`src/ipd_payload_deframer_unit_assert.svh`:
```
// Assertion macros for the IPD deframer unit.
`ifndef IPD_PAYLOAD_DEFRAMER_UNIT_ASSERT_SVH
`define IPD_PAYLOAD_DEFRAMER_UNIT_ASSERT_SVH

// Implication checked on every clock edge outside reset.
`define IPD_ASSERT_IMPL(label, cond, expr, msg) \
    label: assert property (@(posedge clk) disable iff (!rst_n) (cond) |-> (expr)) \
        else $error(msg);

// Condition that must never hold outside reset.
`define IPD_ASSERT_NEVER(label, cond, msg) \
    label: assert property (@(posedge clk) disable iff (!rst_n) !(cond)) \
        else $error(msg);

`endif

```
`src/ipd_pkg.sv`:
```
// Shared types, constants and helpers for the IPD deframer unit.
package ipd_pkg;

    localparam int IPD_FIFO_DEPTH = 256;

    // Item kinds on the input channel
    typedef enum logic [1:0] {
        KIND_BYTE  = 2'd0,
        KIND_POP   = 2'd1,
        KIND_CLEAR = 2'd2,
        KIND_LINK  = 2'd3
    } kind_t;

    // Commands handed from the parser to the execution side
    typedef enum logic [2:0] {
        OP_NONE  = 3'd0,
        OP_PUSH  = 3'd1,
        OP_POP   = 3'd2,
        OP_CLEAR = 3'd3,
        OP_LINK  = 3'd4
    } op_t;

    typedef struct packed {
        op_t        op;
        logic       in_frame;
        logic       frame_end;
        logic [7:0] data;        // payload byte or new link id
        logic       flag;        // new link valid flag
        logic [7:0] frame_link;
    } cmd_t;

    typedef struct packed {
        logic        in_frame;
        logic [7:0]  pop_byte;
        logic        pop_valid;
        logic [7:0]  fifo_level;
        logic [15:0] drop_total;
        logic        link_open;
        logic [7:0]  link_number;
        logic        link_adopted;
        logic        frame_done;
    } res_t;

    localparam logic [7:0] CH_PLUS  = 8'h2B;
    localparam logic [7:0] CH_COMMA = 8'h2C;
    localparam logic [7:0] CH_COLON = 8'h3A;
    localparam logic [7:0] CH_0     = 8'h30;
    localparam logic [7:0] CH_9     = 8'h39;
    localparam logic [2:0] PREFIX_LAST = 3'd4;

    // Expected character of "+IPD," at a given match position
    function automatic logic [7:0] prefix_char(input logic [2:0] pos);
        logic [7:0] c;
        c = CH_PLUS;
        case (pos)
            3'd0:    c = CH_PLUS;
            3'd1:    c = 8'h49;
            3'd2:    c = 8'h50;
            3'd3:    c = 8'h44;
            3'd4:    c = CH_COMMA;
            default: c = CH_PLUS;
        endcase
        return c;
    endfunction

endpackage

```
`src/ipd_payload_deframer_unit.sv`:
```
// Top level of the IPD deframer unit: parser, command queue and executor.
//
// Channel  Dir  tdata (low bit up)                                  tuser / tlast
// s_axis   in   rx_byte[7:0] link_open_in[8] link_number_in[16:9]   tuser: kind
// m_axis   out  in_frame[0] pop_byte[8:1] pop_valid[9]              tlast: frame_done
//               fifo_level[17:10] drop_total[33:18] link_open[34]
//               link_number[42:35] link_adopted[43]
//
// One item per cycle sustained while the output takes results. The parser works in the
// accept cycle, the command queue registers the command, the executor then updates the
// FIFO, and the payload RAM's registered read fills in the popped byte with the result.
// A two-entry command queue lets the parser keep accepting while the output stalls, until both entries are full.
// Reset is asynchronous; the payload RAM needs no clearing after reset.
module ipd_payload_deframer_unit
    import ipd_pkg::*;
#(
    parameter int FIFO_DEPTH = IPD_FIFO_DEPTH
) (
    input  logic        clk,
    input  logic        rst_n,
    input  logic        s_axis_tvalid,
    output logic        s_axis_tready,
    input  logic [23:0] s_axis_tdata,   // rx_byte, link_open_in, link_number_in, pad
    input  logic [1:0]  s_axis_tuser,   // kind
    output logic        m_axis_tvalid,
    input  logic        m_axis_tready,
    output logic [47:0] m_axis_tdata,   // in_frame, pop_byte, pop_valid, fifo_level,
                                        // drop_total, link_open, link_number,
                                        // link_adopted, pad
    output logic        m_axis_tlast    // frame_done
);

    cmd_t front_cmd, q_cmd;
    logic q_valid, q_ready;
    logic accept;
    res_t res;

    assign accept = s_axis_tvalid && s_axis_tready;

    ipd_front u_front (
        .clk            (clk),
        .rst_n          (rst_n),
        .accept         (accept),
        .kind           (s_axis_tuser),
        .rx_byte        (s_axis_tdata[7:0]),
        .link_open_in   (s_axis_tdata[8]),
        .link_number_in (s_axis_tdata[16:9]),
        .cmd            (front_cmd)
    );

    ipd_cmd_queue u_queue (
        .clk       (clk),
        .rst_n     (rst_n),
        .in_valid  (s_axis_tvalid),
        .in_ready  (s_axis_tready),
        .in_cmd    (front_cmd),
        .out_valid (q_valid),
        .out_ready (q_ready),
        .out_cmd   (q_cmd)
    );

    ipd_back #(
        .FIFO_DEPTH (FIFO_DEPTH)
    ) u_back (
        .clk       (clk),
        .rst_n     (rst_n),
        .cmd_valid (q_valid),
        .cmd_ready (q_ready),
        .cmd       (q_cmd),
        .res_valid (m_axis_tvalid),
        .res_ready (m_axis_tready),
        .res       (res)
    );

    // Output packing
    assign m_axis_tdata = {4'd0, res.link_adopted, res.link_number, res.link_open,
                           res.drop_total, res.fifo_level, res.pop_valid, res.pop_byte,
                           res.in_frame};
    assign m_axis_tlast = res.frame_done;

`include "ipd_payload_deframer_unit_assert.svh"

    `IPD_ASSERT_IMPL(a_adopt_at_end, m_axis_tvalid && res.link_adopted, res.frame_done, "link adopted outside frame end")
    `IPD_ASSERT_IMPL(a_end_in_frame, m_axis_tvalid && res.frame_done, res.in_frame, "frame end on byte outside frame")
    `IPD_ASSERT_NEVER(a_pop_vs_byte, m_axis_tvalid && res.pop_valid && res.in_frame, "pop result marked as frame byte")
    `IPD_ASSERT_IMPL(a_full_has_head, !s_axis_tready, q_valid, "queue full without head entry")

endmodule

```
`src/ipd_ram.sv`:
```
// Generic single-write, single-read RAM with registered read data.
module ipd_ram #(
    parameter int WIDTH = 8,
    parameter int DEPTH = 256,
    localparam int ADDR_W = (DEPTH > 1) ? $clog2(DEPTH) : 1
) (
    input  logic              clk,
    input  logic              wr_en,
    input  logic [ADDR_W-1:0] wr_addr,
    input  logic [WIDTH-1:0]  wr_data,
    input  logic              rd_en,
    input  logic [ADDR_W-1:0] rd_addr,
    output logic [WIDTH-1:0]  rd_data
);

    logic [WIDTH-1:0] mem [DEPTH];

    always_ff @(posedge clk)
    begin
        if (wr_en)
        begin
            mem[wr_addr] <= wr_data;
        end
        if (rd_en)
        begin
            rd_data <= mem[rd_addr];
        end
    end

endmodule

```
`src/ipd_front.sv`:
```
// Front end: prefix hunt and header parse, turns each item into a command.
module ipd_front
    import ipd_pkg::*;
(
    input  logic       clk,
    input  logic       rst_n,
    input  logic       accept,
    input  logic [1:0] kind,
    input  logic [7:0] rx_byte,
    input  logic       link_open_in,
    input  logic [7:0] link_number_in,
    output cmd_t       cmd
);

    typedef enum logic [1:0] {
        PH_HUNT = 2'd0,
        PH_HDR  = 2'd1,
        PH_PAY  = 2'd2
    } phase_t;

    phase_t      phase_reg, phase_next;
    logic [2:0]  pos_reg, pos_next;
    logic        second_reg, second_next;
    logic [15:0] accum_reg, accum_next;
    logic [7:0]  link_reg, link_next;
    logic [15:0] length_reg, length_next;
    logic [15:0] count_reg, count_next;

    logic        is_digit;
    logic [15:0] accum_x10;
    logic [15:0] count_inc;

    assign is_digit  = (rx_byte >= CH_0) && (rx_byte <= CH_9);
    assign accum_x10 = {accum_reg[12:0], 3'b000} + {accum_reg[14:0], 1'b0};
    assign count_inc = count_reg + 16'd1;

    // Parse step and command build
    always_comb
    begin
        phase_next  = phase_reg;
        pos_next    = pos_reg;
        second_next = second_reg;
        accum_next  = accum_reg;
        link_next   = link_reg;
        length_next = length_reg;
        count_next  = count_reg;

        cmd            = '0;
        cmd.op         = OP_NONE;
        cmd.data       = rx_byte;
        cmd.flag       = link_open_in;
        cmd.frame_link = link_reg;

        unique case (kind_t'(kind))
            KIND_BYTE:
            begin
                unique case (phase_reg)
                    PH_HDR:
                    begin
                        cmd.in_frame = 1'b1;
                        priority if (is_digit)
                        begin
                            accum_next = accum_x10 + {8'd0, rx_byte - CH_0};
                        end
                        else if (rx_byte == CH_COMMA && !second_reg)
                        begin
                            link_next   = accum_reg[7:0];
                            accum_next  = '0;
                            second_next = 1'b1;
                        end
                        else if (rx_byte == CH_COLON)
                        begin
                            if (!second_reg)
                            begin
                                link_next = '0;
                            end
                            length_next = accum_reg;
                            count_next  = '0;
                            phase_next  = (accum_reg != '0) ? PH_PAY : PH_HUNT;
                        end
                        else
                        begin
                            phase_next = PH_HUNT;
                            pos_next   = '0;
                        end
                    end
                    PH_PAY:
                    begin
                        cmd.in_frame = 1'b1;
                        cmd.op       = OP_PUSH;
                        count_next   = count_inc;
                        if (count_inc >= length_reg)
                        begin
                            cmd.frame_end = 1'b1;
                            phase_next    = PH_HUNT;
                        end
                    end
                    default:
                    begin
                        // hunting; the unused phase code behaves the same
                        phase_next = PH_HUNT;
                        if (rx_byte == prefix_char(pos_reg))
                        begin
                            if (pos_reg == PREFIX_LAST)
                            begin
                                pos_next     = '0;
                                phase_next   = PH_HDR;
                                second_next  = 1'b0;
                                accum_next   = '0;
                                cmd.in_frame = 1'b1;
                            end
                            else
                            begin
                                pos_next = pos_reg + 3'd1;
                            end
                        end
                        else
                        begin
                            pos_next = (rx_byte == CH_PLUS) ? 3'd1 : 3'd0;
                        end
                    end
                endcase
            end
            KIND_POP:
            begin
                cmd.op = OP_POP;
            end
            KIND_CLEAR:
            begin
                cmd.op = OP_CLEAR;
            end
            KIND_LINK:
            begin
                cmd.op   = OP_LINK;
                cmd.data = link_number_in;
            end
        endcase
    end

    // Parser state
    always_ff @(posedge clk or negedge rst_n)
    begin
        if (!rst_n)
        begin
            phase_reg  <= PH_HUNT;
            pos_reg    <= '0;
            second_reg <= 1'b0;
            accum_reg  <= '0;
            link_reg   <= '0;
            length_reg <= '0;
            count_reg  <= '0;
        end
        else if (accept)
        begin
            phase_reg  <= phase_next;
            pos_reg    <= pos_next;
            second_reg <= second_next;
            accum_reg  <= accum_next;
            link_reg   <= link_next;
            length_reg <= length_next;
            count_reg  <= count_next;
        end
    end

endmodule

```
`src/ipd_cmd_queue.sv`:
```
// Two-entry command queue between parser and execution side.
module ipd_cmd_queue
    import ipd_pkg::*;
(
    input  logic clk,
    input  logic rst_n,
    input  logic in_valid,
    output logic in_ready,
    input  cmd_t in_cmd,
    output logic out_valid,
    input  logic out_ready,
    output cmd_t out_cmd
);

    cmd_t       slot_reg [2];
    logic       head_reg, head_next;
    logic [1:0] count_reg, count_next;
    logic       push, pop;
    logic       tail;

    assign in_ready  = (count_reg != 2'd2);
    assign out_valid = (count_reg != 2'd0);
    assign out_cmd   = slot_reg[head_reg];
    assign push      = in_valid && in_ready;
    assign pop       = out_valid && out_ready;
    assign tail      = head_reg ^ count_reg[0];

    // Occupancy and head pointer
    always_comb
    begin
        head_next  = pop ? ~head_reg : head_reg;
        count_next = count_reg + {1'b0, push} - {1'b0, pop};
    end

    always_ff @(posedge clk or negedge rst_n)
    begin
        if (!rst_n)
        begin
            head_reg  <= 1'b0;
            count_reg <= '0;
        end
        else
        begin
            head_reg  <= head_next;
            count_reg <= count_next;
        end
    end

    // Entry storage
    always_ff @(posedge clk)
    begin
        if (push)
        begin
            slot_reg[tail] <= in_cmd;
        end
    end

endmodule

```
`src/ipd_back.sv`:
```
// Back end: payload FIFO, drop counter, link state and result register.
module ipd_back
    import ipd_pkg::*;
#(
    parameter int FIFO_DEPTH = IPD_FIFO_DEPTH
) (
    input  logic clk,
    input  logic rst_n,
    input  logic cmd_valid,
    output logic cmd_ready,
    input  cmd_t cmd,
    output logic res_valid,
    input  logic res_ready,
    output res_t res
);

    localparam int PTR_W = $clog2(FIFO_DEPTH);
    localparam int LVL_W = (PTR_W + 1 > 9) ? PTR_W + 1 : 9;
    localparam logic [PTR_W-1:0] PTR_LAST = PTR_W'(FIFO_DEPTH - 1);
    localparam logic [LVL_W-1:0] DEPTH_L  = LVL_W'(FIFO_DEPTH);
    localparam logic [LVL_W-1:0] LVL_MAX  = LVL_W'(255);

    logic [PTR_W-1:0] wr_ptr_reg, wr_ptr_next;
    logic [PTR_W-1:0] rd_ptr_reg, rd_ptr_next;
    logic [15:0]      drop_reg, drop_next;
    logic             flag_reg, flag_next;
    logic [7:0]       id_reg, id_next;
    res_t             res_reg, res_next;
    logic             res_valid_reg;

    logic             fire;
    logic             ram_wr, ram_rd;
    logic [PTR_W-1:0] wr_ptr_inc, rd_ptr_inc;
    logic [LVL_W-1:0] level_raw;
    logic [7:0]       ram_q;

    assign fire       = cmd_valid && (!res_valid_reg || res_ready);
    assign cmd_ready  = !res_valid_reg || res_ready;
    assign wr_ptr_inc = (wr_ptr_reg == PTR_LAST) ? '0 : wr_ptr_reg + 1'b1;
    assign rd_ptr_inc = (rd_ptr_reg == PTR_LAST) ? '0 : rd_ptr_reg + 1'b1;

    // Execute one command
    always_comb
    begin
        wr_ptr_next = wr_ptr_reg;
        rd_ptr_next = rd_ptr_reg;
        drop_next   = drop_reg;
        flag_next   = flag_reg;
        id_next     = id_reg;
        ram_wr      = 1'b0;
        ram_rd      = 1'b0;
        res_next    = '0;

        unique case (cmd.op)
            OP_PUSH:
            begin
                if (wr_ptr_inc == rd_ptr_reg)
                begin
                    drop_next = drop_reg + 16'd1;
                end
                else
                begin
                    ram_wr      = fire;
                    wr_ptr_next = wr_ptr_inc;
                end
            end
            OP_POP:
            begin
                if (rd_ptr_reg != wr_ptr_reg)
                begin
                    ram_rd             = fire;
                    res_next.pop_valid = 1'b1;
                    rd_ptr_next        = rd_ptr_inc;
                end
            end
            OP_CLEAR:
            begin
                rd_ptr_next = wr_ptr_reg;
            end
            OP_LINK:
            begin
                flag_next = cmd.flag;
                id_next   = cmd.data;
            end
            default:
            begin
            end
        endcase

        // frame end takes over the frame's link when it is new
        if (cmd.frame_end)
        begin
            res_next.frame_done = 1'b1;
            if (!flag_reg || id_reg != cmd.frame_link)
            begin
                id_next               = cmd.frame_link;
                flag_next             = 1'b1;
                res_next.link_adopted = 1'b1;
            end
        end

        // level after this command, saturated to eight bits
        if (wr_ptr_next >= rd_ptr_next)
        begin
            level_raw = LVL_W'(wr_ptr_next) - LVL_W'(rd_ptr_next);
        end
        else
        begin
            level_raw = LVL_W'(wr_ptr_next) + DEPTH_L - LVL_W'(rd_ptr_next);
        end

        res_next.in_frame    = cmd.in_frame;
        res_next.fifo_level  = (level_raw > LVL_MAX) ? 8'hFF : level_raw[7:0];
        res_next.drop_total  = drop_next;
        res_next.link_open   = flag_next;
        res_next.link_number = id_next;
    end

    ipd_ram #(
        .WIDTH (8),
        .DEPTH (FIFO_DEPTH)
    ) u_ram (
        .clk     (clk),
        .wr_en   (ram_wr),
        .wr_addr (wr_ptr_reg),
        .wr_data (cmd.data),
        .rd_en   (ram_rd),
        .rd_addr (rd_ptr_reg),
        .rd_data (ram_q)
    );

    // State and result registers
    always_ff @(posedge clk or negedge rst_n)
    begin
        if (!rst_n)
        begin
            wr_ptr_reg    <= '0;
            rd_ptr_reg    <= '0;
            drop_reg      <= '0;
            flag_reg      <= 1'b0;
            id_reg        <= '0;
            res_valid_reg <= 1'b0;
        end
        else
        begin
            if (fire)
            begin
                wr_ptr_reg <= wr_ptr_next;
                rd_ptr_reg <= rd_ptr_next;
                drop_reg   <= drop_next;
                flag_reg   <= flag_next;
                id_reg     <= id_next;
            end
            if (fire)
            begin
                res_valid_reg <= 1'b1;
            end
            else if (res_ready)
            begin
                res_valid_reg <= 1'b0;
            end
        end
    end

    always_ff @(posedge clk)
    begin
        if (fire)
        begin
            res_reg <= res_next;
        end
    end

    // RAM read data holds until the next pop issues
    always_comb
    begin
        res          = res_reg;
        res.pop_byte = res_reg.pop_valid ? ram_q : 8'd0;
    end

    assign res_valid = res_valid_reg;

endmodule
```
`config.mk`:
```
export PLATFORM = sky130hd
export DESIGN_NAME = ipd_payload_deframer_unit
export DESIGN_NICKNAME = d
export VERILOG_FILES = /design/src/ipd_pkg.sv /design/src/ipd_payload_deframer_unit.sv /design/src/ipd_ram.sv /design/src/ipd_front.sv /design/src/ipd_cmd_queue.sv /design/src/ipd_back.sv
export VERILOG_INCLUDE_DIRS = /design/src /design/src/src
export SDC_FILE = /design/constraint.sdc
export NUM_CORES = 2
export LEC_CHECK = 0
export BUFFER_PORTS_ARGS = -buffer_cell sky130_fd_sc_hd__clkbuf_2
export CAP_MARGIN = 5
export CELL_PAD_IN_SITES_DETAIL_PLACEMENT = 1
export CELL_PAD_IN_SITES_GLOBAL_PLACEMENT = 1
export CORE_UTILIZATION = 50
export CTS_BUF_LIST = sky130_fd_sc_hd__clkbuf_4 sky130_fd_sc_hd__clkbuf_8
export CTS_CLUSTER_DIAMETER = 80
export DETAILED_ROUTE_END_ITERATION = 8
export PLACE_DENSITY = 0.72
export SLEW_MARGIN = 10
export SYNTH_ARGS = -nofsm -noshare
export SYNTH_HDL_FRONTEND = slang
export SYNTH_SLANG_ARGS = --single-unit
```
`constraint.sdc`:
```
create_clock -name clk -period 11.8 [get_ports clk]
set_clock_uncertainty 0.2 [all_clocks]
set_input_delay 1.77 -clock clk [delete_from_list [all_inputs] [get_ports clk]]
set_output_delay 1.77 -clock clk [all_outputs]
set_load 0.02 [all_outputs]
```
# After elaboration in Yosys (flattened, before gate mapping)
# Memories as Yosys holds them, arrays and structs flattened. A register that Yosys moved wholly into a read port is not among the register bits.
# Cells that the tools add are included.
totals:
  reg_bits: 144
  ram_bits: 2092
  input_bits: 30
  out_inout_bits: 51
  wordCells: 177
  mem_count: 2
classes:
  addsub: 13
  n_lt_le_gt_ge: 5
  eq_ne: 31
  muxes: 73
  bitwise_logic: 5
  n_reduce_logical: 25
mem_list:
  columns: ["memory", "words", "width", "rd", "rd_clocked_by_memory_dff", "write_ports", "line_no", "text"]
  rows:
  - ["u_back.u_ram.mem", 256, 8, 1, 1, 1, "ipd_ram.sv:16", "logic [WIDTH-1:0] mem [DEPTH];"]
  - ["u_queue.slot_reg", 2, 22, 1, 0, 1, "ipd_cmd_queue.sv:15", "cmd_t slot_reg [2];"]
op_table:
  columns: ["cell", "n"]
  rows:
  - ["two-way mux 16 bit", 9]
  - ["two-way mux 8 bit", 15]
  - ["case mux 16 bit (2 select lines)", 2]
  - ["adder 16 x 1 -> 16 bit (second input constant)", 2]
  - ["AND reduction 6 bit", 5]
  - ["two-way mux 1 bit", 28]
  - ["case mux 7 bit (4 select lines)", 1]
  - ["equality test 8 x 6 -> 1 bit (second input constant)", 3]
  - ["adder 16 bit", 1]
  - ["adder 16 x 8 -> 16 bit", 1]
  - ["adder 8 x 1 -> 8 bit (second input constant)", 2]
  - ["equality test 8 bit", 2]
  - ["equality test 8 bit (second input constant)", 2]
  - ["greater-or-equal comparator 16 bit", 1]
  - ["inequality test 8 bit", 2]
  - ["case mux 8 bit (2 select lines)", 1]
  - ["nonzero test 16 bit", 1]
  - ["two-way mux 3 bit", 5]
  - ["two-way mux 2 bit", 7]
  - ["equality test 3 x 2 -> 1 bit (second input constant)", 4]
  - ["case mux 3 bit (4 select lines)", 1]
  - ["nonzero test 2 bit", 6]
  - ["inequality test 2 bit (second input constant)", 5]
  - ["adder 8 x 9 -> 9 bit (second input constant)", 1]
  - ["other kinds (29)", 45]

# Logic depth before layout (Yosys ltp)
logic_depth:
  depth_word: 9
  ltp_mapped: 20
  mapped_depth_nobuf: 17

# By module
# Synthesis repeated with hierarchy kept, for this count alone.
unflattened:
  cells_unflattened: 4839
  area_unflattened_um2: 91156.2
modules_own_cells:
  columns: ["module", "n_inst", "cells_per_inst", "area_each_um2", "seq_area_each_um2"]
  rows:
  - ["ipd_ram", 1, 3733, 79636.4, 61739.2]
  - ["ipd_back", 1, 506, 4895.9, 2162.1]
  - ["ipd_front", 1, 506, 4720.8, 1551.5]
  - ["ipd_cmd_queue", 1, 88, 1863.0, 1396.3]
  - ["ipd_payload_deframer_unit", 1, 6, 40.0, 0.0]

# Worst setup path after synthesis
# No wires, ideal clock.
synth_timing:
  kind: "register to register"
  startpoint: "reg u_back.wr_ptr_reg[1]"
  endpoint: "reg u_back.res_reg (netlist bit u_back.res[34]) (data pin)"
  setup_ns: 0.158
  t_arrival_ns: 4.284
  required_time_ns: 11.442
  setup_slack_ns: 7.158
  path_stages_with_launch: 19
  path_buffers: 2
  period_less_slack_ns: 4.642
  cell_sequence: "dfrtp_1 > ha_1 > nand3_1 > or3_1 > and2_1 > a311o_1 > a41oi_1 > clkbuf_1 > nor2_1 > a21o_1 > ha_1 > nor2b_1 > o21ai_0 > a21boi_0 > o31a_1 > o211a_1 > or3_1 > clkbuf_1 > o211ai_1"
synth_between:
  elab_chain_cells: 9
  elab_cells_between_ends: 15
  cone_classes: "add/sub (4); order compare (2); eq/ne (3); mux (6)"
synth_rtl:
  columns: ["element", "line_no", "text"]
  rows:
  - ["from (decl)", "ipd_back.sv:23", "logic [PTR_W-1:0] wr_ptr_reg, wr_ptr_next;"]
  - ["from (signal assigned)", "ipd_back.sv:148", "wr_ptr_reg <= wr_ptr_next;"]
  - ["adder 8 x 1 -> 8 bit / equality test 8 bit (equally long branches)", "ipd_back.sv:39", "assign wr_ptr_inc = (wr_ptr_reg == PTR_LAST) ? '0 : wr_ptr_reg + 1'b1;"]
  - ["two-way mux 8 bit", "ipd_back.sv:39", null]
  - ["equality test 8 bit", "ipd_back.sv:57", "if (wr_ptr_inc == rd_ptr_reg)"]
  - ["two-way mux 8 bit", "ipd_back.sv:57", null]
  - ["two-way mux 8 bit (*)", "ipd_back.sv:54", "unique case (cmd.op)"]
  - ["named net u_back.wr_ptr_next[1]", "ipd_back.sv:23", null]
  - ["adder 8 x 9 -> 9 bit", "ipd_back.sv:109", "level_raw = LVL_W'(wr_ptr_next) + DEPTH_L - LVL_W'(rd_ptr_next);"]
  - ["subtractor 9 x 8 -> 9 bit", "ipd_back.sv:109", null]
  - ["two-way mux 9 bit (*)", "ipd_back.sv:103", "if (wr_ptr_next >= rd_ptr_next)"]
  - ["greater-than comparator 9 x 8 -> 1 bit", "ipd_back.sv:113", "res_next.fifo_level = (level_raw > LVL_MAX) ? 8'hFF : level_raw[7:0];"]
  - ["to (signal assigned)", "ipd_back.sv:169", "res_reg <= res_next;"]
  - ["to (decl)", "ipd_back.sv:28", "res_t res_reg, res_next;"]
# Mark *: on every way through the listed nets, which the timed path passes. The rest lies on a longest branch.
# A chain may end at the register's enable or synchronous reset.

# Worst setup path in the final report
layout_timing:
  startpoint: "reg u_back.rd_ptr_reg[3]"
  endpoint: "reg u_back.res_reg (netlist bit u_back.res[34]) (data pin)"
layout_between:
  elab_chain_cells: 7
  elab_cells_between_ends: 15
  cone_classes: "add/sub (4); order compare (2); eq/ne (3); mux (6)"
layout_rtl:
  columns: ["element", "line_no", "text"]
  rows:
  - ["from (decl)", "ipd_back.sv:24", "logic [PTR_W-1:0] rd_ptr_reg, rd_ptr_next;"]
  - ["from (signal assigned)", "ipd_back.sv:149", "rd_ptr_reg <= rd_ptr_next;"]
  - ["equality test 8 bit (*)", "ipd_back.sv:57", null]
  - ["two-way mux 8 bit (*)", "ipd_back.sv:57", null]
  - ["two-way mux 8 bit (*)", "ipd_back.sv:54", null]
  - ["named net u_back.wr_ptr_next[1]", "ipd_back.sv:23", null]
  - ["adder 8 x 9 -> 9 bit", "ipd_back.sv:109", null]
  - ["subtractor 9 x 8 -> 9 bit", "ipd_back.sv:109", null]
  - ["two-way mux 9 bit (*)", "ipd_back.sv:103", null]
  - ["greater-than comparator 9 x 8 -> 1 bit", "ipd_back.sv:113", null]
# Marked as above.

==> run_results.csv <==
group,metric,value,unit
floorplanning,start_util,0.505,
place,dp_worst_setup_slack,5.94,ns
run_status,status,"complete, no violations",
cts,cts_hold_buf,0,
sta,hold_viol,0,
sta,slew_viol_final,0,
floorplanning,die_h,427,µm
critical_path,worstPathMaxFanout,26,
power_and_ir_drop,power.leakage,0.0329,µW
cts,cts_num_sinks,2244,
final_layout,drive_gt1_frac,0.251,
synth,yosysSeqAreaShare,0.739,
routing,vias,49000,
power_and_ir_drop,power_density,240,mW/mm²
sta,setup_viol,0,
global_routing,grt_pass1_vias,50900,
routing,wl_per_cell,31.7,µm
routing,drt_wl_total,246000,µm
synth,synth_top_area_cell,"edfxtp_1",
synth,syn_inst,4791,
sta,whs,0.293,ns
sta,rsz0062_at_grt,"no",
sta,worstMarginPinSlew,1.27,ns
hold_path,hp-class,"flip-flop to flip-flop",
synth,ys.warnings.count,0,
routing,drtAntennaViolNets,0,
sta,relSlewSlack,0.148,
synth,ys_seq_elements,2244,
place,gp_congestion,0.808,
sta,max_freq,169,MHz
hold_path,hp-start,"u_back.drop_reg[15]",
routing,first_iter_violations,5526,
global_routing,antenna_found_initial,13,
power_and_ir_drop,vdd_drop_max,0.265,mV
synth,avgSynthCellArea,18.9,µm²
synth,synth.distinct_cells,76,
final_layout,nNetsFinal,5231,
synth,synth_compound_area_frac,0.0447,
cts,clk_latency,1.08,ns
global_routing,grt_max_degree,157,
synth,yosys.area_share.adder,0.0110,
sta,fin_crit,5.91,ns
final_layout,nFillCells,15800,
final_layout,design_area,0.101,mm²
routing,avgViaCountPerCell,6.32,
floorplanning,dieArea,0.183,mm²
critical_path,cp-start-kind,"flip-flop",
floorplanning,rows,155,
critical_path,regToRegSetupSlack,5.89,ns
synth,synth_xor_xnor_area_share,0.00906,
critical_path,r2r-end,"u_back.res[34]",
cts,cts_setup_buffers,0,
critical_path,worstPathArrival,6.46,ns
routing,dr.pass1.iters,6,
sta,fin_ws,5.89,ns
floorplanning,core,0.179,mm²
synth,synthFlopType,"edfxtp_1",
critical_path,worst_setup_path_end_kind,"flip-flop",
floorplanning,die_w,427,µm
flow_run,drv_cap,0,
critical_path,r2r_start,"u_back.rd_ptr_reg[3]",
cts,cts_root_buf,"clkbuf_8",
synth,synthArstFlopShare,0.0477,
critical_path,rr_worst_depth,15,
synth,synth_most_common_cell,"edfxtp_1",
cts,path_clk_slew,0.07,ns
synth,synth_top_family_by_area,"multiplexers",
global_routing,grt_pass1_wl,354000,µm
final_layout,largest_register_ffs,2048,
hold_path,hold_path_end,"u_back.drop_reg[15]",
hold_path,worstHoldPathCells,1,
final_layout,synthToLayoutAreaGrowth,11.7,%
synth,synth_common_cells,"edfxtp_1, mux4_2, mux2i_1, nor2_1, clkbuf_1",
sta,fin_setup_tns,0,ns
global_routing,grt_overflow,0,
cts,cts.htree.levels,5,
critical_path,worstPathRequired,12.35,ns
floorplanning,ios,81,
final_layout,fin_util,0.565,
place,dp_hpwl,145000,µm
cts,clk_path_buf_depth,4,
cts,cts_tree,"done",
synth,synth.cell_area,0.0904,mm²
place,placed_area,0.0940,mm²
synth,synth_top_area_share,0.710,
cts,cts_resized,0,
routing,drc,0,
critical_path,crit_type,"flip-flop to flip-flop",
synth,synth.area.top_cells,"edfxtp_1, mux4_2, dfrtp_1",
synth,synth-simple-area-share,0.0397,
place,port_buffers,69,
global_routing,grt_usage,0.271,
cts,cts_buffers,370,
synth,muxShareOfSynthArea,0.138,
sta,finalCritPeriodShare,0.501,
synth,synth_edf_count,2137,
## worst max path at each step
stage / slack, ns / depth (start not counted) / startpoint / to
after floorplan: 7.16 / 18 / u_back.wr_ptr_reg[1] / u_back.res[34]
after detailed placement: 5.94 / 15 / u_back.rd_ptr_reg[3] / u_back.res[34]
after global placement: 6.11 / 15 / u_back.rd_ptr_reg[3] / u_back.res[34]
after CTS: 5.89 / 15 / u_back.rd_ptr_reg[3] / u_back.res[34]
final: 5.89 / 15 / u_back.rd_ptr_reg[3] / u_back.res[34]
after global routing: 5.48 / 15 / u_back.rd_ptr_reg[3] / u_back.res[34]
## metal layers
metal  global-route usage  up-vias  routed length (µm)
li1                     -    20200                   -
met1                0.365    26000               97200
met2                0.441     2236              121000
met3               0.0520      447               19700
met4               0.0949        2                8260
met5                    0        -                   9
## per-stage QoR
step,std cells,total power [µW]
floorplan,4794,14900
detailed placement,7109,17800
finish,7749,24200
global placement,7109,17500
global route,7748,25000
CTS,7747,24300
## final cells by class
type	instances	area, µm²	share of cell area
Multi-Input combinational cell	2187	22200	0.220
Inverter	68	258	0.00255
Antenna cell	2	5.00	0.0000495
Tap cell	2355	2950	0.0292
Timing Repair Buffer	255	1810	0.0179
Sequential cell	2244	66900	0.662
Clock inverter	139	831	0.00822
Clock buffer	499	6150	0.0608
## where the power goes
part / internal [µW] / total (µW) / switching, µW / leakage, µW
Sequential: 10200 / 10400 / 219 / 0.0206
Clock: 3560 / 6600 / 3050 / 0.00372
Combinational: 2280 / 7250 / 4970 / 0.00859
Total: 16000 / 24200 / 8240 / 0.0329
## critical path: stages (launching register included)
cell and delay, ns:
dfrtp_2 0.67, inv_4 0.61, xnor3_1 0.50, and4_1 0.20, a311o_1 0.34, a41oi_1 0.73, nor2_1 0.14, a21o_1 0.20
ha_1 0.28, nor2b_1 0.13, o21ai_0 0.19, a21boi_0 0.18, o31a_1 0.31, o211a_1 0.23, o21ai_1 0.46, o211ai_1 0.19
## placed cells by master, fill, tap and decap left out, types with 20 or more instances in the layout
cell type,n
nor2_1,202
clkinv_2,43
xor2_1,28
o22ai_1,71
clkbuf_4,115
mux2i_1,224
buf_4,182
mux4_2,437
nand3_1,57
nor3_2,33
a221oi_1,33
a22o_1,48
a21oi_1,73
edfxtp_1,2137
a22oi_1,89
and3_1,20
o21ai_0,96
ha_1,68
mux2_2,31
nand4_1,24
nand2_1,157
inv_1,59
and2_1,22
clkbuf_8,384
dfrtp_1,101
a211oi_1,50
clkbuf_2,68
clkinv_1,86
nor3_1,122
xnor2_1,63
## logic make-up (layout without fill, tap and decap cells)
logic type	Yosys count	in the layout
compound gates	583	583
xor+xnor	92	92
fa+ha+maj	75	75
buf+inv	363	961
flops	2244	2244
mux	700	700
other cells	1	6
simple gates	733	733
(Power assumes the default switching activity.)
